## config.mk

```make
export PLATFORM = sky130hd
export DESIGN_NAME = motor_feedback_frame_decoder_core_flat
export DESIGN_NICKNAME = d
export VERILOG_FILES = /design/src/rtl/mfd_pkg.sv /design/src/rtl/mfd_in_if.sv /design/src/rtl/mfd_out_if.sv /design/src/rtl/motor_feedback_frame_decoder_core.sv /design/src/rtl/mfd_state_ram.sv /design/src/rtl/mfd_turn_calc.sv /design/src/flat_wrapper.sv
export VERILOG_INCLUDE_DIRS = /design/src /design/src/rtl
export SDC_FILE = /design/constraint.sdc
export NUM_CORES = 1
export LEC_CHECK = 0
export ABC_AREA = 1
export BUFFER_PORTS_ARGS = -buffer_cell sky130_fd_sc_hd__buf_2
export CORE_MARGIN = 1
export CORE_UTILIZATION = 59
export DETAILED_ROUTE_END_ITERATION = 8
export GPL_ROUTABILITY_DRIVEN = 1
export HOLD_SLACK_MARGIN = 0.15
export PLACE_DENSITY = 0.81
export SYNTH_ARGS = -nofsm -noshare
export SYNTH_HDL_FRONTEND = slang
export SYNTH_SLANG_ARGS = --single-unit
```

## constraint.sdc

```tcl
create_clock -name i_clk -period 4.4 [get_ports i_clk]
set_input_delay 0.88 -clock i_clk [delete_from_list [all_inputs] [get_ports i_clk]]
set_output_delay 0.88 -clock i_clk [all_outputs]
set_load 0.02 [all_outputs]
```

## src/rtl/assert_macros.svh

```systemverilog
// Assertion helpers, sampled on i_clk and disabled during reset.
`ifndef ASSERT_MACROS_SVH
`define ASSERT_MACROS_SVH

`define MFD_ASSERT_IMPL(label, ante, cons, msg) \
    label: assert property (@(posedge i_clk) disable iff (!i_rst_n) (ante) |-> (cons)) \
        else $error(msg);

`define MFD_ASSERT_NEXT(label, ante, cons, msg) \
    label: assert property (@(posedge i_clk) disable iff (!i_rst_n) (ante) |=> (cons)) \
        else $error(msg);

`endif

```

## src/rtl/mfd_pkg.sv

```systemverilog
`timescale 1ns / 1ps

package mfd_pkg;

    localparam int ID_W    = 11;
    localparam int WORD_W  = 16;
    localparam int BYTE_W  = 8;
    localparam int SLOT_W  = 3;
    localparam int NUM_GIMBAL = 2;
    localparam int GIM_IDX_W  = $clog2(NUM_GIMBAL);

    localparam logic [ID_W-1:0] ID_CHASSIS_FIRST = 11'h201;
    localparam logic [ID_W-1:0] ID_CHASSIS_LAST  = 11'h204;
    localparam logic [ID_W-1:0] ID_GIMBAL_FIRST  = 11'h205;
    localparam logic [ID_W-1:0] ID_GIMBAL_LAST   = 11'h206;

    localparam logic [SLOT_W-1:0] SLOT_GIMBAL_BASE = 3'd4;

    localparam logic [WORD_W-1:0] WRAP_THRESHOLD_RST   = 16'd4096;
    localparam logic [BYTE_W-1:0] DECIMATION_LIMIT_RST = 8'd20;

    localparam int CFG_IDX_W  = 1;
    localparam int CFG_DATA_W = 16;
    localparam logic [CFG_IDX_W-1:0] CFG_WRAP_THRESHOLD   = 1'd0;
    localparam logic [CFG_IDX_W-1:0] CFG_DECIMATION_LIMIT = 1'd1;

    typedef struct packed {
        logic [WORD_W-1:0] turns;
        logic [WORD_W-1:0] angle;
    } t_gim_state;

    typedef struct packed {
        logic       check;
        t_gim_state next;
    } t_turn_res;

endpackage

```

## src/rtl/mfd_in_if.sv

```systemverilog
`timescale 1ns / 1ps

interface mfd_in_if;
    import mfd_pkg::*;

    logic              valid;
    logic              ready;
    logic [ID_W-1:0]   frame_id;
    logic [WORD_W-1:0] word_zero;
    logic [WORD_W-1:0] word_one;
    logic [WORD_W-1:0] word_two;
    logic [BYTE_W-1:0] byte_six;

    modport source (output valid, frame_id, word_zero, word_one, word_two, byte_six,
                    input ready);
    modport sink (input valid, frame_id, word_zero, word_one, word_two, byte_six,
                  output ready);
endinterface

```

## src/rtl/mfd_out_if.sv

```systemverilog
`timescale 1ns / 1ps

interface mfd_out_if;
    import mfd_pkg::*;

    logic                     valid;
    logic                     ready;
    logic [SLOT_W-1:0]        motor_slot;
    logic [WORD_W-1:0]        angle_raw;
    logic signed [WORD_W-1:0] speed_rpm;
    logic signed [WORD_W-1:0] motor_current;
    logic [BYTE_W-1:0]        temperature;
    logic signed [WORD_W-1:0] turn_count;

    modport source (output valid, motor_slot, angle_raw, speed_rpm, motor_current,
                    temperature, turn_count, input ready);
    modport sink (input valid, motor_slot, angle_raw, speed_rpm, motor_current,
                  temperature, turn_count, output ready);
endinterface

```

## src/rtl/motor_feedback_frame_decoder_core.sv

```systemverilog
`timescale 1ns / 1ps

// Motor feedback frame decoder. Takes one feedback frame per cycle and gives
// one result per chassis or gimbal frame; other identifiers are dropped. With
// the result side ready, a result passes through the first stage and then the
// output register; a stalled result lets one more frame into the first stage,
// then the input stalls until the result side takes the waiting result. Gimbal
// turn counts and reference angles live in a two-entry state RAM read at input
// transfer and written back as a frame that passes the decimation check leaves
// the first stage; a write-first bypass in the RAM lets consecutive frames of
// the same gimbal motor run back to back. No clearing pass after reset.
`include "assert_macros.svh"

module motor_feedback_frame_decoder_core (
    input  logic                              i_clk,
    input  logic                              i_rst_n,
    input  logic                              i_cfg_we,
    input  logic [mfd_pkg::CFG_IDX_W-1:0]     i_cfg_idx,
    input  logic [mfd_pkg::CFG_DATA_W-1:0]    i_cfg_data,
    mfd_in_if.sink                            i_in,
    mfd_out_if.source                         o_res
);
    import mfd_pkg::*;

    logic [WORD_W-1:0] r_wrap_thr;
    logic [BYTE_W-1:0] r_limit;
    logic [BYTE_W-1:0] r_skip;
    logic [BYTE_W-1:0] n_skip;

    logic                 in_acc;
    logic                 in_chassis;
    logic                 in_gimbal;
    logic [GIM_IDX_W-1:0] in_gidx;
    logic                 s1_adv;

    logic                 r_s1_valid;
    logic                 r_s1_gimbal;
    logic [GIM_IDX_W-1:0] r_s1_gidx;
    logic [SLOT_W-1:0]    r_s1_slot;
    logic [WORD_W-1:0]    r_s1_angle;
    logic [WORD_W-1:0]    r_s1_speed;
    logic [WORD_W-1:0]    r_s1_current;
    logic [BYTE_W-1:0]    r_s1_temp;

    logic                     r_out_valid;
    logic [SLOT_W-1:0]        r_out_slot;
    logic [WORD_W-1:0]        r_out_angle;
    logic signed [WORD_W-1:0] r_out_speed;
    logic signed [WORD_W-1:0] r_out_current;
    logic [BYTE_W-1:0]        r_out_temp;
    logic signed [WORD_W-1:0] r_out_turns;

    t_gim_state rd_state;
    t_turn_res  turn_res;
    logic [$bits(t_gim_state)-1:0] rd_raw;
    logic       st_we;

    always_ff @(posedge i_clk) begin
        if (!i_rst_n) begin
            r_wrap_thr <= WRAP_THRESHOLD_RST;
            r_limit    <= DECIMATION_LIMIT_RST;
        end else if (i_cfg_we) begin
            unique case (i_cfg_idx)
                CFG_WRAP_THRESHOLD:   r_wrap_thr <= i_cfg_data;
                CFG_DECIMATION_LIMIT: r_limit    <= i_cfg_data[BYTE_W-1:0];
                default: ;
            endcase
        end
    end

    assign in_chassis = (i_in.frame_id >= ID_CHASSIS_FIRST) &&
                        (i_in.frame_id <= ID_CHASSIS_LAST);
    assign in_gimbal  = (i_in.frame_id == ID_GIMBAL_FIRST) ||
                        (i_in.frame_id == ID_GIMBAL_LAST);
    assign in_gidx    = GIM_IDX_W'(i_in.frame_id - ID_GIMBAL_FIRST);

    assign s1_adv     = r_s1_valid && (!r_out_valid || o_res.ready);
    assign i_in.ready = !r_s1_valid || s1_adv;
    assign in_acc     = i_in.valid && i_in.ready;

    always_ff @(posedge i_clk) begin
        if (!i_rst_n) begin
            r_s1_valid <= 1'b0;
        end else if (i_in.ready) begin
            r_s1_valid <= in_acc && (in_chassis || in_gimbal);
        end
    end

    always_ff @(posedge i_clk) begin
        if (in_acc) begin
            r_s1_gimbal  <= in_gimbal;
            r_s1_gidx    <= in_gidx;
            r_s1_slot    <= in_gimbal ? SLOT_GIMBAL_BASE + SLOT_W'(in_gidx)
                                      : SLOT_W'(i_in.frame_id - ID_CHASSIS_FIRST);
            r_s1_angle   <= i_in.word_zero;
            r_s1_speed   <= i_in.word_one;
            r_s1_current <= i_in.word_two;
            r_s1_temp    <= i_in.byte_six;
        end
    end

    mfd_state_ram #(
        .DEPTH (NUM_GIMBAL),
        .WIDTH ($bits(t_gim_state)),
        .AW    (GIM_IDX_W)
    ) u_state_ram (
        .i_clk   (i_clk),
        .i_rst_n (i_rst_n),
        .i_re    (in_acc && in_gimbal),
        .i_raddr (in_gidx),
        .i_we    (st_we),
        .i_waddr (r_s1_gidx),
        .i_wdata (turn_res.next),
        .o_rdata (rd_raw)
    );

    assign rd_state = t_gim_state'(rd_raw);

    mfd_turn_calc u_turn_calc (
        .i_state    (rd_state),
        .i_angle    (r_s1_angle),
        .i_wrap_thr (r_wrap_thr),
        .i_skip     (r_skip),
        .i_limit    (r_limit),
        .o_res      (turn_res)
    );

    assign st_we  = s1_adv && r_s1_gimbal && turn_res.check;
    assign n_skip = turn_res.check ? '0 : r_skip + 8'd1;

    always_ff @(posedge i_clk) begin
        if (!i_rst_n) begin
            r_skip <= '0;
        end else if (s1_adv && r_s1_gimbal) begin
            r_skip <= n_skip;
        end
    end

    always_ff @(posedge i_clk) begin
        if (!i_rst_n) begin
            r_out_valid <= 1'b0;
        end else if (s1_adv) begin
            r_out_valid <= 1'b1;
        end else if (o_res.ready) begin
            r_out_valid <= 1'b0;
        end
    end

    always_ff @(posedge i_clk) begin
        if (s1_adv) begin
            r_out_slot    <= r_s1_slot;
            r_out_angle   <= r_s1_angle;
            r_out_speed   <= r_s1_gimbal ? '0 : r_s1_speed;
            r_out_current <= r_s1_gimbal ? '0 : r_s1_current;
            r_out_temp    <= r_s1_gimbal ? '0 : r_s1_temp;
            r_out_turns   <= r_s1_gimbal ? turn_res.next.turns : '0;
        end
    end

    assign o_res.valid         = r_out_valid;
    assign o_res.motor_slot    = r_out_slot;
    assign o_res.angle_raw     = r_out_angle;
    assign o_res.speed_rpm     = r_out_speed;
    assign o_res.motor_current = r_out_current;
    assign o_res.temperature   = r_out_temp;
    assign o_res.turn_count    = r_out_turns;

    `MFD_ASSERT_NEXT(a_s1_to_out, s1_adv, r_out_valid, "stage 1 transfer lost")
    `MFD_ASSERT_IMPL(a_no_acc_stall, r_s1_valid && !s1_adv, !in_acc, "transfer into stalled stage")
    `MFD_ASSERT_NEXT(a_skip_clear, st_we, r_skip == '0, "skip counter not cleared on check")

endmodule

```

## src/rtl/mfd_state_ram.sv

```systemverilog
`timescale 1ns / 1ps

module mfd_state_ram #(
    parameter int DEPTH = 2,
    parameter int WIDTH = 32,
    parameter int AW    = (DEPTH > 1) ? $clog2(DEPTH) : 1
) (
    input  logic             i_clk,
    input  logic             i_rst_n,
    input  logic             i_re,
    input  logic [AW-1:0]    i_raddr,
    input  logic             i_we,
    input  logic [AW-1:0]    i_waddr,
    input  logic [WIDTH-1:0] i_wdata,
    output logic [WIDTH-1:0] o_rdata
);

    logic [WIDTH-1:0] r_mem [DEPTH];
    logic [DEPTH-1:0] r_vld;
    logic [WIDTH-1:0] r_rdata;

    always_ff @(posedge i_clk) begin
        if (i_we) begin
            r_mem[i_waddr] <= i_wdata;
        end
    end

    always_ff @(posedge i_clk) begin
        if (!i_rst_n) begin
            r_vld <= '0;
        end else if (i_we) begin
            r_vld[i_waddr] <= 1'b1;
        end
    end

    // write-first: a read of the entry being written returns the new data
    always_ff @(posedge i_clk) begin
        if (i_re) begin
            if (i_we && (i_waddr == i_raddr)) begin
                r_rdata <= i_wdata;
            end else if (r_vld[i_raddr]) begin
                r_rdata <= r_mem[i_raddr];
            end else begin
                r_rdata <= '0;
            end
        end
    end

    assign o_rdata = r_rdata;

endmodule

```

## src/rtl/mfd_turn_calc.sv

```systemverilog
`timescale 1ns / 1ps

module mfd_turn_calc (
    input  mfd_pkg::t_gim_state         i_state,
    input  logic [mfd_pkg::WORD_W-1:0]  i_angle,
    input  logic [mfd_pkg::WORD_W-1:0]  i_wrap_thr,
    input  logic [mfd_pkg::BYTE_W-1:0]  i_skip,
    input  logic [mfd_pkg::BYTE_W-1:0]  i_limit,
    output mfd_pkg::t_turn_res          o_res
);
    import mfd_pkg::*;

    logic [WORD_W:0] sum_angle;
    logic [WORD_W:0] sum_last;
    logic            step_up;
    logic            step_down;
    logic [WORD_W-1:0] turns_new;

    assign sum_angle = {1'b0, i_angle} + {1'b0, i_wrap_thr};
    assign sum_last  = {1'b0, i_state.angle} + {1'b0, i_wrap_thr};
    assign step_up   = sum_angle < {1'b0, i_state.angle};
    assign step_down = {1'b0, i_angle} > sum_last;

    always_comb begin
        priority if (step_up) begin
            turns_new = i_state.turns + 16'd1;
        end else if (step_down) begin
            turns_new = i_state.turns - 16'd1;
        end else begin
            turns_new = i_state.turns;
        end
    end

    always_comb begin
        o_res.check = i_skip > i_limit;
        if (o_res.check) begin
            o_res.next.turns = turns_new;
            o_res.next.angle = i_angle;
        end else begin
            o_res.next = i_state;
        end
    end

endmodule

```

## src/flat_wrapper.sv

```systemverilog
// flat-port wrapper written by rule: the top's interface ports become plain ports
module motor_feedback_frame_decoder_core_flat import mfd_pkg::*;
  (i_clk, i_rst_n, i_cfg_we, i_cfg_idx, i_cfg_data, i_in_valid, i_in_frame_id, i_in_word_zero, i_in_word_one, i_in_word_two, i_in_byte_six, i_in_ready, o_res_valid, o_res_motor_slot, o_res_angle_raw, o_res_speed_rpm, o_res_motor_current, o_res_temperature, o_res_turn_count, o_res_ready);
  mfd_in_if i_in_i ();
  mfd_out_if o_res_i ();
  input  logic i_clk;
  input  logic i_rst_n;
  input  logic i_cfg_we;
  input  logic [mfd_pkg::CFG_IDX_W-1:0] i_cfg_idx;
  input  logic [mfd_pkg::CFG_DATA_W-1:0] i_cfg_data;
  input wire logic [$bits(i_in_i.valid)-1:0] i_in_valid;
  input wire logic [$bits(i_in_i.frame_id)-1:0] i_in_frame_id;
  input wire logic [$bits(i_in_i.word_zero)-1:0] i_in_word_zero;
  input wire logic [$bits(i_in_i.word_one)-1:0] i_in_word_one;
  input wire logic [$bits(i_in_i.word_two)-1:0] i_in_word_two;
  input wire logic [$bits(i_in_i.byte_six)-1:0] i_in_byte_six;
  output wire logic [$bits(i_in_i.ready)-1:0] i_in_ready;
  output wire logic [$bits(o_res_i.valid)-1:0] o_res_valid;
  output wire logic [$bits(o_res_i.motor_slot)-1:0] o_res_motor_slot;
  output wire logic [$bits(o_res_i.angle_raw)-1:0] o_res_angle_raw;
  output wire logic [$bits(o_res_i.speed_rpm)-1:0] o_res_speed_rpm;
  output wire logic [$bits(o_res_i.motor_current)-1:0] o_res_motor_current;
  output wire logic [$bits(o_res_i.temperature)-1:0] o_res_temperature;
  output wire logic [$bits(o_res_i.turn_count)-1:0] o_res_turn_count;
  input wire logic [$bits(o_res_i.ready)-1:0] o_res_ready;
  assign i_in_i.valid = i_in_valid;
  assign i_in_i.frame_id = i_in_frame_id;
  assign i_in_i.word_zero = i_in_word_zero;
  assign i_in_i.word_one = i_in_word_one;
  assign i_in_i.word_two = i_in_word_two;
  assign i_in_i.byte_six = i_in_byte_six;
  assign i_in_ready = i_in_i.ready;
  assign o_res_valid = o_res_i.valid;
  assign o_res_motor_slot = o_res_i.motor_slot;
  assign o_res_angle_raw = o_res_i.angle_raw;
  assign o_res_speed_rpm = o_res_i.speed_rpm;
  assign o_res_motor_current = o_res_i.motor_current;
  assign o_res_temperature = o_res_i.temperature;
  assign o_res_turn_count = o_res_i.turn_count;
  assign o_res_i.ready = o_res_ready;
  motor_feedback_frame_decoder_core u_core (.i_clk(i_clk), .i_rst_n(i_rst_n), .i_cfg_we(i_cfg_we), .i_cfg_idx(i_cfg_idx), .i_cfg_data(i_cfg_data), .i_in(i_in_i), .o_res(o_res_i));
endmodule
```

* Word-level counts from Yosys, hierarchy flattened *
Memory sizes are Yosys's and may differ from the RTL's.
Cells that the tools add are included.

operators by class
  shifts and indexed selects = 0
  equality and inequality tests = 3
  add/subtract/negate cells = 8
  bitwise gates (word level) = 2
  mux-type cells = 15
  div/mod/pow operators = 0
  reduce and logical (&&, ||, !) cells = 18
  $lt $le $gt $ge = 8
  multiply operators = 0

operators by type and width
  kind                                                                                   number
  32-bit 2-to-1 mux                                                                      3
  16-bit by 16-bit adder with 17-bit output                                              2
  16-bit 2-to-1 mux                                                                      2
  11-bit by 10-bit equality test with 1-bit output, second input constant                2
  16-bit by 17-bit greater-than comparator with 1-bit output                             1
  17-bit by 16-bit less-than comparator with 1-bit output                                1
  16-bit by 1-bit adder with 16-bit output, second input constant                        1
  16-bit by 1-bit subtractor with 16-bit output, second input constant                   1
  11-bit by 10-bit greater-or-equal comparator with 1-bit output, second input constant  1
  11-bit by 10-bit less-or-equal comparator with 1-bit output, second input constant     1
  1-bit logical AND                                                                      9
  8-bit by 1-bit adder with 8-bit output, second input constant                          1
  8-bit greater-than comparator                                                          1
  8-bit 2-to-1 mux                                                                       1
  1-bit 2-to-1 mux                                                                       7
  1-bit logical OR                                                                       4
  1-bit by 2-bit less-than comparator with 1-bit output, second input constant           2
  2-bit AND reduction                                                                    2
  3-bit by 1-bit adder with 3-bit output, first input constant                           1
  3-bit 2-to-1 mux                                                                       1
  3-bit by 1-bit subtractor with 3-bit output, second input constant                     1
  1-bit zero test                                                                        2
  2-bit OR                                                                               1
  2-bit nonzero test                                                                     1
  other kinds (5)                                                                        5

storage, ports and cells
  register bits after elaboration = 204
  memories = 1
  input bits = 89
  RAM bits = 64
  logic and storage cells = 75
  bits in read-only memories = 0
  output and inout port bits = 77
  latch bits = 0

memory list
  memory                    words  width  read ports  clocked after Yosys merged registers in  write ports  line                 RTL
  u_core.u_state_ram.r_mem  2      32     1           0                                        1            mfd_state_ram.sv:18  logic [WIDTH-1:0] r_mem [DEPTH];

* Depth between registers and ports, before layout *
Gate-level depths: netlist (run 1).

  depth in word-level cells = 7
  gate-level depth with buffers = 31
  mapped depth without buffers = 30

* Modules after synthesis *
From an unflattened synthesis (run 1), not the netlist that was laid out.

second synthesis, totals
  cells, all modules = 1391
  area total of the unflattened synthesis = 13621.8 µm²

by module, submodules not included
  module                             sequential area each (µm²)  area each (µm²)  instances  cells an instance
  motor_feedback_frame_decoder_core  4764.6                      6017.0           1          464
  mfd_state_ram                      2922.8                      4056.4           1          329
  mfd_turn_calc                      0.0                         3548.4           1          598

* Worst setup path after synthesis (run 1) *
No wires, ideal clock.

  path type = input to register
  start point = input port i_in_frame_id[0]
  end point = register u_core.u_state_ram.r_rdata[0], in the netlist u_core.u_state_ram.o_rdata[0] (enable)
  arrival = 3.383 ns
  data required time = 3.979 ns
  library setup time = 0.421 ns
  setup slack = 0.596 ns
  buffers on the path = 2
  stages on the path = 8
  cell sequence = clkbuf_1 > clkinv_1 > clkbuf_1 > ha_1 > o21ai_0 > nor2_1 > inv_1 > nor2_1

on the way
  word-level cells in the longest chain between the ends = 3
  elaborated cells between the ends (all ways) = 4
  classes of those cells = 2 x eq/ne; 2 x reduce/logical

RTL lines
  item                                                                 line                                                                              RTL
  from (decl)                                                          flat_wrapper.sv:12                                                                input wire logic [$bits(i_in_i.frame_id)-1:0] i_in_frame_id;
  11-bit by 10-bit equality test with 1-bit output (on tied branches)  motor_feedback_frame_decoder_core.sv:73, motor_feedback_frame_decoder_core.sv:74
  1-bit logical OR (*)                                                 motor_feedback_frame_decoder_core.sv:73                                           assign in_gimbal = (i_in.frame_id == ID_GIMBAL_FIRST) ||
  via u_core.in_gimbal                                                 motor_feedback_frame_decoder_core.sv:32                                           logic in_gimbal;
  1-bit logical AND (*)                                                motor_feedback_frame_decoder_core.sv:109                                          .i_re (in_acc && in_gimbal),
  via u_core.u_state_ram.i_re                                          mfd_state_ram.sv:10                                                               input logic i_re,
  to (signal assigned)                                                 mfd_state_ram.sv:40                                                               r_rdata <= i_wdata;
  to (signal assigned)                                                 mfd_state_ram.sv:42                                                               r_rdata <= r_mem[i_raddr];
  to (decl)                                                            mfd_state_ram.sv:20                                                               logic [WIDTH-1:0] r_rdata;

Mark *: on every way through the listed nets, which the timed path passes. The rest lies on a longest branch.
A chain may end at the register's enable or synchronous reset.

==> results of run 1 <==
==> cell usage after synthesis, types with 18 or more instances <==
cell      count  area (um2)
nand3_1      56       280.3
dfxtp_1      36       720.7
nor3_1       18       90.09
xor2_1       38       332.8
nor2_1      123       461.7
edfxtp_1    232        6967
clkbuf_1     23       86.33
nand4_1      25       156.4
ha_1         78       975.9
a21oi_1      63       315.3
nand2_1     263       987.2
inv_1       149       559.3
nand2_2      20       125.1
o21ai_0      63       315.3
==> how the worst max path moves through the flow <==
stage                                  startpoint                             end
finish              u_core.u_state_ram.o_rdata[2]  u_core.u_state_ram.o_rdata[29]
global route        u_core.u_state_ram.o_rdata[2]  u_core.u_state_ram.o_rdata[29]
CTS                 u_core.u_state_ram.o_rdata[4]  u_core.u_state_ram.o_rdata[29]
detailed placement  u_core.u_state_ram.o_rdata[3]  u_core.u_state_ram.o_rdata[29]
global placement    u_core.u_state_ram.o_rdata[3]  u_core.u_state_ram.o_rdata[22]
floorplan                        i_in_frame_id[0]   u_core.u_state_ram.o_rdata[0]
==> kinds of logic (layout without fill, tap and decap cells) <==
| kind of cell | count (synthesis) | in the layout | synth area share, % |
|---|---|---|---|
| buf+inv | 200 | 390 | 6.038 |
| compound gates | 169 | 169 | 7.037 |
| simple gates | 542 | 542 | 17.86 |
| xor+xnor | 55 | 55 | 3.560 |
| flops | 268 | 268 | 56.82 |
| mux | 16 | 16 | 1.184 |
| fa+ha+maj | 80 | 80 | 7.509 |
==> metal layers <==
metal	GRT usage (%)	vias to the layer above
li1	-	4858
met5	0	-
met2	45.99	394
met4	7.952	0
met1	34.36	4726
met3	5.018	60
==> cells in the final DEF (no fill, tap or decap), drive strengths merged, types with 3 or more instances in the layout <==
master   synthesis  routed
a21o             5       5
a31oi            7       7
nand4           26      26
nor3            20      20
xor2            38      38
a21oi           67      67
nand2          285     285
o2111ai          3       3
buf             22     183
clkinv           1      13
o21ai           67      67
clkbuf          23      39
ha              78      78
o21a             3       3
nand3           64      64
nor4             8       8
mux2i           16      16
inv            154     153
or2             10      10
nor2           126     126
o211ai          12      12
xnor2           17      17
edfxtp         232     232
dfxtp           36      36
==> registers in the layout, indices dropped and copies added (netlist names), 16 cells and up <==
register                    cells
u_core.r_wrap_thr              16
u_core.r_s1_angle              16
u_core.u_state_ram.o_rdata     32
u_core.r_s1_speed              16
u_core.o_res.speed_rpm         16
u_core.o_res.turn_count        16
u_core.o_res.angle_raw         16
u_core.r_s1_current            16
u_core.u_state_ram.r_mem       64
u_core.o_res.motor_current     16
==> report_power, final <==
group | switching (mW) | internal [mW] | total [mW] | leakage (nW)
clock network | 0.972 | 1.32 | 2.30 | 0.433
registers | 0.0419 | 2.81 | 2.85 | 2.54
logic | 0.403 | 0.243 | 0.646 | 3.80
==> through the flow <==
stage / instances / area [um2] / util [%] / power, mW
floorplan: 1330 / 13530 / - / 3.379
global placement: 1753 / 14620 / 64.78 / 3.522
detailed placement: 1753 / 14620 / 64.78 / 3.546
CTS: 1805 / 15510 / 68.70 / 5.825
global route: 1805 / 15510 / 68.70 / 6.000
finish: 1805 / 15510 / 68.70 / 5.795
==> final cells by class <==
type                       instances  area (um2)
fill                            1720        7064
clock inverter                    13       123.9
clock buffer                      39       762.0
inverter                         155       583.1
tap                              285       356.6
sequential                       268        7687
timing repair buffer             183       960.9
multi-input combinational        862        5034
==> results.py, run 1 <==
metrics = {
    "routing": {
        "wirelength_mm": 31.03,
        "via_count": 10040,
        "route.met3.wl_mm": 2.224,
        "met1_length_mm": 13.05,
        "route.met2.wl_mm": 15.01,
        "routedWlPerCell_um": 17.19,
        "via_per_inst": 5.561,
        "firstDrtPassIters": 5,
        "drtIter0Drc": 758,
        "drc": 0,
        "highest_layer": "met4",
        "final_antenna_net_count": 0,
    },
    "hold_path": {
        "worstHoldPathCells": 0,
        "min_from": "u_core.r_s1_slot[1]",
        "hold_end": "u_core.o_res.motor_slot[1]",
        "hold_path.class": "flip-flop to flip-flop",
    },
    "global_route": {
        "grtUsageTotal_pct": 26.71,
        "grt_pass1_wl_mm": 49.71,
        "grt_max_degree": 44,
        "grt_overflow": 0,
        "antenna_found_initial": 0,
        "first_global_vias": 9680,
    },
    "critical_path": {
        "worst-setup-path-type": "flip-flop to flip-flop",
        "cp.arrival_ns": 4.30,
        "r2r_setup_slack_ns": 0.40,
        "cpMaxStageDelayCell": "edfxtp_1",
        "crit_top_cell": "nand2_1",
        "r2r_start": "u_core.u_state_ram.o_rdata[2]",
        "crit_family": "simple AND/OR/NAND/NOR gates",
        "startpoint_type": "flip-flop",
        "cpPeakStageDelay_ns": 0.38,
        "crit_buf_inv": 1,
        "r2r_cells": 30,
        "required_ns": 4.70,
        "worst-path-stages": 30,
        "timing.rr.end": "u_core.u_state_ram.o_rdata[29]",
        "endpoint_kind": "flip-flop",
        "critical_path.max_fanout": 16,
    },
    "sta": {
        "grt_setup_unrepaired": "no",
        "clock-skew-final_ns": 0.01694,
        "fin_hold_ws_ns": 0.4284,
        "finalSetupTns_ns": 0,
        "period_needed_ns": 3.998,
        "worstMarginPinSlew_ns": 0.7913,
        "min_period_over_period_pct": 90.85,
        "fin_ws_ns": 0.4024,
        "fmax_mhz": 250.2,
        "slew_viol_final": 0,
        "hold_viol": 0,
        "setup_viol": 0,
        "slew_headroom_pct": 47.19,
    },
    "clock_network": {
        "cts_tree": "done",
        "clkTransAtPathRegs_ns": 0.06,
        "cts_made_buffers": 28,
        "post_cts_buffers": 0,
        "ctsHoldBuffers": 0,
        "post_cts_resized": 0,
        "clk_latency_ns": 0.55,
        "ctsLongestPathBuffers": 3,
        "cts_sinks": 268,
        "htreeDepth": 1,
        "cts_root_buffer": "clkbuf_16",
    },
    "synthesis": {
        "syn_area_mm2": 0.01353,
        "synth_nets": 1499,
        "synth_cell_type_count": 47,
        "yosysWarnings": 0,
        "ys_ff_latch": 268,
        "ys_async_sr_fraction_pct": 0,
        "syn_area_per_cell_um2": 10.17,
        "ys_seq_area_share_pct": 56.82,
        "ys.flop_type": "edfxtp_1",
        "syn_inst": 1330,
        "synth_edf_count": 232,
    },
    "floorplanning": {
        "io_pins": 166,
        "rows": 55,
        "core_mm2": 0.02257,
        "die_x_um": 153.4,
        "die-height_um": 153.4,
        "die-area_mm2": 0.02354,
        "initial_utilization_pct": 59.94,
    },
    "layout": {
        "synthToLayoutAreaGrowth_pct": 14.61,
        "drive_gt1_share_pct": 18.49,
        "antenna_cells": 0,
        "fin_nets": 1667,
    },
    "status": {
        "outcome": "finished, final reports clean",
    },
    "placed_design": {
        "place_ws_ns": 0.3331,
        "place_hpwl_mm": 21.34,
        "numPortBuffers": 165,
        "gp_congestion": 0.9211,
    },
    "power": {
        "powerDensity_mw_per_mm2": 373.7,
        "ir_worst_vdd_mv": 0.2932,
        "leakage_nw": 6.771,
    },
    "run": {
        "timing.max_cap.violations": 0,
    },
}
No activity file was read; power rests on OpenSTA's default activity.
==> run 2, diff against run 1 <==
--- a/config.mk
+++ b/config.mk
@@ -9,11 +9,11 @@
 export ABC_AREA = 1
 export BUFFER_PORTS_ARGS = -buffer_cell sky130_fd_sc_hd__buf_2
 export CORE_MARGIN = 1
-export CORE_UTILIZATION = 59
+export CORE_UTILIZATION = 53
 export DETAILED_ROUTE_END_ITERATION = 8
 export GPL_ROUTABILITY_DRIVEN = 1
 export HOLD_SLACK_MARGIN = 0.15
-export PLACE_DENSITY = 0.81
+export PLACE_DENSITY = 0.77
 export SYNTH_ARGS = -nofsm -noshare
 export SYNTH_HDL_FRONTEND = slang
 export SYNTH_SLANG_ARGS = --single-unit
==> constraint.sdc (replaced) <==
create_clock -name i_clk -period 3.5 [get_ports i_clk]
set_input_delay 0.7 -clock i_clk [delete_from_list [all_inputs] [get_ports i_clk]]
set_output_delay 0.7 -clock i_clk [all_outputs]
set_load 0.02 [all_outputs]
==> run 2 against run 1 <==
Net effect: the flow now finishes with violations (negative setup slack); core utilization shrank 2.7 points; highest routed layer unchanged; largest power group unchanged; largest cell class unchanged; maximum frequency grew 9.2%; design area up 6.9%; clock skew is 0.0070 ns lower.
==> results.py, run 2 (same netlist as run 1, synthesis figures left out) <==
metrics = {
    "status": {
        "outcome": "finished, violations left",
        "failed_checks": "negative setup slack",
    },
    "layout": {
        "drive_gt1_share_pct": 28.33,
        "fin_nets": 1731,
        "finish.utilization_pct": 66.04,
        "top_register": "u_core.u_state_ram.r_mem",
        "synthToLayoutAreaGrowth_pct": 22.55,
        "final_common_cell": "nand2_1",
        "layout_common_cells": "nand2_1 (238), edfxtp_1 (232), buf_2 (166)",
        "antenna_cells": 0,
        "largest_register_ff_count": 64,
        "final_cells": 1915,
    },
    "clock_network": {
        "cts_made_buffers": 29,
        "clk_latency_ns": 0.55,
        "cts_tree": "done",
        "cts_sinks": 268,
        "clkTransAtPathRegs_ns": 0.06,
        "ctsLongestPathBuffers": 3,
        "htreeDepth": 1,
        "cts_root_buffer": "clkbuf_16",
    },
    "routing": {
        "final_antenna_net_count": 0,
        "routedWlPerCell_um": 16.72,
        "drc": 0,
        "wirelength_mm": 32.02,
        "firstDrtPassIters": 5,
        "drtIter0Drc": 640,
        "via_per_inst": 5.361,
        "via_count": 10270,
    },
    "sta": {
        "grt_setup_unrepaired": "yes",
        "slew_viol_final": 0,
        "slew_headroom_pct": 60.44,
        "worstMarginPinSlew_ns": 0.5925,
        "fmax_mhz": 273.1,
        "period_needed_ns": 3.661,
        "hold_viol": 0,
        "finalSetupTns_ns": -3.556,
        "setup_viol": 60,
        "min_period_over_period_pct": 104.6,
        "fin_ws_ns": -0.1612,
        "clock-skew-final_ns": 0.009906,
    },
    "global_route": {
        "first_global_vias": 10170,
        "grt_overflow": 0,
        "antenna_found_initial": 0,
        "grtUsageTotal_pct": 24.57,
        "grt_max_degree": 60,
        "grt_pass1_wl_mm": 50.87,
    },
    "critical_path": {
        "required_ns": 3.80,
        "cpMaxStageDelayCell": "edfxtp_1",
        "worst-setup-path-type": "flip-flop to flip-flop",
        "crit_family": "simple AND/OR/NAND/NOR gates",
        "cp.arrival_ns": 3.96,
        "cpPeakStageDelay_ns": 0.44,
        "timing.rr.end": "u_core.u_state_ram.o_rdata[20]",
        "endpoint_kind": "flip-flop",
        "r2r_setup_slack_ns": -0.16,
        "crit_buf_inv": 5,
        "r2r_cells": 24,
        "path_cells": "ha_4 -> inv_4 -> nor3_4 -> a21oi_2 -> o21ai_2 -> buf_4 -> nand3_2 -> o2111ai_2 -> xnor2_1 -> ha_1 -> buf_6 -> nand3_1 -> nor3_1 -> nand4_1 -> buf_6 -> nand2_8 -> buf_6 -> nand2_2 -> nand2_2 -> nand3_2 -> nand3_2 -> nand2_2 -> nand2_1 -> nand2_1",
        "r2r_start": "u_core.u_state_ram.o_rdata[4]",
        "startpoint_type": "flip-flop",
        "critical_path.max_fanout": 7,
    },
    "placed_design": {
        "place_ws_ns": -0.2455,
        "gp_congestion": 0.9185,
        "placedCellCount": 1845,
        "numPortBuffers": 165,
        "place_hpwl_mm": 21.45,
    },
    "power": {
        "leakage_nw": 7.216,
        "seqPwrFrac_pct": 47.8,
        "switching_power_mw": 1.886,
        "p_int_mw": 5.606,
        "ir_worst_vdd_mv": 0.3901,
        "powerDensity_mw_per_mm2": 451.8,
        "totalPowerFinal_mw": 7.492,
        "combPwrFrac_pct": 13.4,
        "swShare_pct": 25.18,
        "clock_power_share_pct": 38.8,
    },
    "run": {
        "timing.max_cap.violations": 0,
    },
    "hold_path": {
        "min_from": "i_in_word_zero[2]",
        "worstHoldPathCells": 1,
        "hold_end": "u_core.r_s1_angle[2]",
        "hold_path.class": "input pin to flip-flop",
    },
    "floorplanning": {
        "die_x_um": 161.8,
        "rows": 58,
        "die-area_mm2": 0.02617,
        "io_pins": 166,
        "die-height_um": 161.8,
        "initial_utilization_pct": 53.89,
        "core_mm2": 0.02511,
    },
}
## run 2: changes by cell type in the layout (fill, tap and decap cells not counted), moves of 8 or more
cell,before,now
a21oi_2,3,19
nand3_1,56,35
buf_4,18,67
nand2_2,20,42
nand3_2,7,28
buf_6,0,8
nand2_1,263,238
a21oi_1,63,46
## run 2: power by group through the flow
stage	logic (mW)	clock network, mW	registers [mW]
finish	1.01	2.91	3.58
global route	1.13	3.09	3.58
CTS	0.964	2.96	3.58
detailed placement	0.886	0	3.64
global placement	0.859	0	3.64
floorplan	0.616	0	3.63
## run 2: area by class of cell
| type | instances | area [um2] |
|---|---|---|
| fillers | 1944 | 8527 |
| flip-flops and latches | 268 | 7690 |
| multi-input cells | 864 | 5497 |
| repair buffers | 244 | 1484 |
| clock buffers | 35 | 768.2 |
| inverters | 155 | 585.6 |
| well taps | 330 | 412.9 |
| clock inverters | 19 | 145.1 |
## run 2: per-layer routing
| metal | global-route usage, % | part of all wire, % |
|---|---|---|
| met1 | 31.78 | 41 |
| met2 | 42.29 | 49 |
| met3 | 3.166 | 6.2 |
| met4 | 9.005 | 3.4 |
| met5 | 0 | 0 |
## run 2: worst max-delay path by stage
stage / start / endpoint / slack [ns] / cells past startpoint
floorplan: u_core.u_state_ram.o_rdata[4] / u_core.u_state_ram.o_rdata[24] / 0.008 / 25
global placement: u_core.u_state_ram.o_rdata[4] / u_core.u_state_ram.o_rdata[22] / -0.14 / 25
detailed placement: u_core.u_state_ram.o_rdata[4] / u_core.u_state_ram.o_rdata[22] / -0.25 / 25
CTS: u_core.u_state_ram.o_rdata[2] / u_core.u_state_ram.o_rdata[20] / -0.10 / 25
global route: u_core.u_state_ram.o_rdata[1] / u_core.u_state_ram.o_rdata[20] / -0.33 / 30
finish: u_core.u_state_ram.o_rdata[4] / u_core.u_state_ram.o_rdata[20] / -0.16 / 24
## run 2: worst reg2reg max path: stages (launching register included)
cell and delay, ns:
edfxtp_1 0.44, ha_4 0.34, inv_4 0.05, nor3_4 0.21
a21oi_2 0.10, o21ai_2 0.18, buf_4 0.16, nand3_2 0.07
o2111ai_2 0.08, xnor2_1 0.11, ha_1 0.33, buf_6 0.11
nand3_1 0.07, nor3_1 0.18, nand4_1 0.13, buf_6 0.17
nand2_8 0.12, buf_6 0.12, nand2_2 0.06, nand2_2 0.06
nand3_2 0.08, nand3_2 0.09, nand2_2 0.07, nand2_1 0.06
nand2_1 0.05
## run 2: through the flow
step	cell area [um2]	hold slack, ns
global placement	15080	0.4024
floorplan	13550	0.4003
finish	16580	0.3211
global route	16580	0.3002
detailed placement	15080	0.4054
CTS	16370	0.3014
## run 2: timing repair
action,4_1_cts,5_1_grt
endpoints found under the setup margin,64,64
hold buffers,0,0
buffers inserted,10,5
cloned,3,0
pin swaps,58,54
gates resized for setup,65,48
==> run 3, diff against run 2 <==
--- a/config.mk
+++ b/config.mk
@@ -8,12 +8,14 @@
 export LEC_CHECK = 0
 export ABC_AREA = 1
 export BUFFER_PORTS_ARGS = -buffer_cell sky130_fd_sc_hd__buf_2
+export CELL_PAD_IN_SITES_DETAIL_PLACEMENT = 0
+export CELL_PAD_IN_SITES_GLOBAL_PLACEMENT = 2
 export CORE_MARGIN = 1
-export CORE_UTILIZATION = 53
+export CORE_UTILIZATION = 34
 export DETAILED_ROUTE_END_ITERATION = 8
 export GPL_ROUTABILITY_DRIVEN = 1
 export HOLD_SLACK_MARGIN = 0.15
-export PLACE_DENSITY = 0.77
+export PLACE_DENSITY_LB_ADDON = 0.1
 export SYNTH_ARGS = -nofsm -noshare
 export SYNTH_HDL_FRONTEND = slang
 export SYNTH_SLANG_ARGS = --single-unit
==> constraint.sdc (replaced) <==
create_clock -name i_clk -period 3 [get_ports i_clk]
set_input_delay 0.6 -clock i_clk [delete_from_list [all_inputs] [get_ports i_clk]]
set_output_delay 0.6 -clock i_clk [all_outputs]
set_load 0.02 [all_outputs]
==> run 3 against run 2 <==
Net effect: the flow still finishes with violations (negative setup slack); sequential power increased by 16%; cell count increased by 14%; sequential cell count did not move; non-clock buffer count rose by 73; critical path depth stayed put; core utilization decreased by 20 points; global-route usage fell by 6.5 points; die area increased by 55%; setup slack worse by 0.46 ns; wire length increased by 13%; critical path type unchanged.
==> results.py, run 3 (same netlist as run 1, synthesis figures left out) <==
metrics = {
    "critical_path": {
        "crit_family": "simple AND/OR/NAND/NOR gates",
        "critical_path.max_fanout": 7,
        "required_ns": 3.33,
        "startpoint_type": "flip-flop",
        "cpMaxStageDelayCell": "edfxtp_1",
        "path_cells": "ha_4 -> nand2_2 -> nand2_2 -> nand3_2 -> nand2_2 -> a21oi_2 -> o21ai_2 -> buf_4 -> nand3_2 -> o2111ai_2 -> xnor2_1 -> ha_1 -> nand3_2 -> nor3_2 -> nand4_1 -> nand2_8 -> buf_12 -> nand2_8 -> nand2_2 -> nand3_2 -> nand3_2 -> nand2_2 -> nand2_1 -> nand2_1",
        "cp.arrival_ns": 3.95,
        "worstSetupStartpoint": "u_core.u_state_ram.o_rdata[2]",
        "cpPeakStageDelay_ns": 0.42,
        "crit_buf_inv": 2,
        "r2r_start": "u_core.u_state_ram.o_rdata[2]",
        "worst-setup-path-type": "flip-flop to flip-flop",
        "endpoint_kind": "flip-flop",
    },
    "sta": {
        "fmax_mhz": 276.4,
        "hold_viol": 0,
        "fin_ws_ns": -0.6179,
        "slew_headroom_pct": 60.79,
        "slew_viol_final": 0,
        "fin_hold_ws_ns": 0.1868,
        "clock-skew-final_ns": 0.02416,
        "min_period_over_period_pct": 120.6,
        "grt_setup_unrepaired": "yes",
        "setup_viol": 64,
        "worstMarginPinSlew_ns": 0.5881,
        "period_needed_ns": 3.618,
    },
    "routing": {
        "final_antenna_net_count": 0,
        "firstDrtPassIters": 6,
        "wirelength_mm": 36.25,
        "via_count": 10030,
        "via_per_inst": 4.611,
        "drc": 0,
        "drtIter0Drc": 415,
        "routedWlPerCell_um": 16.67,
    },
    "layout": {
        "synthToLayoutAreaGrowth_pct": 31.00,
        "drive_gt1_share_pct": 32.65,
        "top_register": "u_core.u_state_ram.r_mem",
        "antenna_cells": 0,
        "fin_nets": 1805,
        "final_common_cell": "edfxtp_1",
        "regArea_mm2": 0.007689,
        "finish.utilization_pct": 45.54,
        "multi_input_area_mm2": 0.005684,
        "layout_common_cells": "edfxtp_1 (232), nand2_1 (220), buf_2 (165)",
        "largest_register_ff_count": 64,
        "nFillCells": 3830,
    },
    "placed_design": {
        "place_hpwl_mm": 25.66,
        "numPortBuffers": 165,
        "gp_congestion": 0.8360,
    },
    "floorplanning": {
        "die_x_um": 201.5,
        "die-height_um": 201.5,
        "core_mm2": 0.03892,
        "io_pins": 166,
        "die-area_mm2": 0.04060,
        "initial_utilization_pct": 34.77,
        "rows": 72,
    },
    "status": {
        "failed_checks": "negative setup slack",
        "outcome": "finished, violations left",
    },
    "power": {
        "combPwrFrac_pct": 15.4,
        "switching_power_mw": 2.324,
        "leakage_nw": 7.640,
        "p_int_mw": 6.855,
        "powerDensity_mw_per_mm2": 517.8,
        "clock_power_share_pct": 39.2,
        "swShare_pct": 25.32,
        "seqPwrFrac_pct": 45.4,
        "ir_worst_vdd_mv": 0.3558,
    },
    "global_route": {
        "antenna_found_initial": 0,
        "grtUsageTotal_pct": 18.06,
        "grt_max_degree": 60,
        "first_global_vias": 10270,
        "grt_pass1_wl_mm": 56.82,
        "grt_overflow": 0,
    },
    "hold_path": {
        "hold_path.class": "input pin to flip-flop",
        "min_from": "i_in_word_zero[4]",
    },
    "clock_network": {
        "cts_root_buffer": "clkbuf_16",
        "ctsLongestPathBuffers": 3,
        "cts_sinks": 268,
        "clkTransAtPathRegs_ns": 0.06,
        "cts_made_buffers": 30,
        "htreeDepth": 1,
        "cts_tree": "done",
        "clk_latency_ns": 0.59,
    },
    "run": {
        "timing.max_cap.violations": 0,
    },
}
-- run 3: changes by cell type in the layout (fill, tap and decap cells not counted), sizes merged --
cell	before	now
buf	244	312
nand3	64	65
clkinvlp	2	1
clkinv	13	16
nand2	287	286
inv	158	153
bufinv	1	3
dlygate4sd3	0	5
-- run 3: layer usage --
layer / GRT usage, % / up-vias / part of all wire, %
li1: - / 5143 / -
met1: 23.67 / 4679 / 46
met2: 31.44 / 162 / 48
met3: 2.430 / 46 / 3.5
met4: 4.275 / 0 / 1.8
met5: 0 / - / 0
-- run 3: cell type report --
cell class | count | share of cell area (%)
clock inverter | 18 | 1.052
sequential | 268 | 43.38
inverter | 155 | 3.290
timing repair buffer | 317 | 12.21
multi-input combinational | 864 | 32.07
clock buffer | 35 | 4.341
tap | 518 | 3.657
-- run 3: path summary, 6_finish.rpt --
| path | to | slack, ns | cells after the start |
|---|---|---|---|
| max | u_core.u_state_ram.o_rdata[30] | -0.62 | 24 |
| max reg2reg | u_core.u_state_ram.o_rdata[30] | -0.62 | 24 |
| min reg2reg | u_core.o_res.motor_slot[2] | 0.42 | 0 |
| min | u_core.r_s1_angle[4] | 0.19 | 1 |
-- run 3: power groups by stage --
stage          logic (mW)  registers (mW)  clock network [mW]
2_1_floorplan       0.745            4.24                   0
3_3_place_gp         1.20            4.24                   0
3_5_place_dp         1.20            4.25                   0
4_1_cts              1.36            4.17                3.73
5_1_grt              1.57            4.18                3.86
6_report             1.41            4.17                3.60
-- run 3: through the flow --
stage	cell area, um2	TNS [ns]	power, mW	setup WS, ns	cells
2_1_floorplan	13660	-14.25	4.985	-0.3467	1330
3_3_place_gp	15930	-35.20	5.442	-0.6217	2093
3_5_place_dp	15930	-39.07	5.451	-0.6920	2093
4_1_cts	17370	-33.28	9.260	-0.6232	2164
5_1_grt	17720	-46.82	9.610	-0.8379	2175
6_report	17720	-34.83	9.178	-0.6179	2175
-- run 3: what timing repair did --
action | 4_1_cts | 5_1_grt
buffers inserted | 10 | 11
hold buffers | 5 | 0
gates cloned | 4 | 0
resized for setup | 71 | 66
endpoints found under the hold margin | 5 | 0
pin swaps | 23 | 32
endpoints found under the setup margin | 64 | 64
-- run 3: worst register-to-register path, delay by kind of cell (launching register included) --
family / cells / cell delay (ns)
compound gates: 3 / 0.37
buf+inv: 2 / 0.29
fa+ha+maj: 2 / 0.59
flops: 1 / 0.42
simple gates: 16 / 1.54
xor+xnor: 1 / 0.15
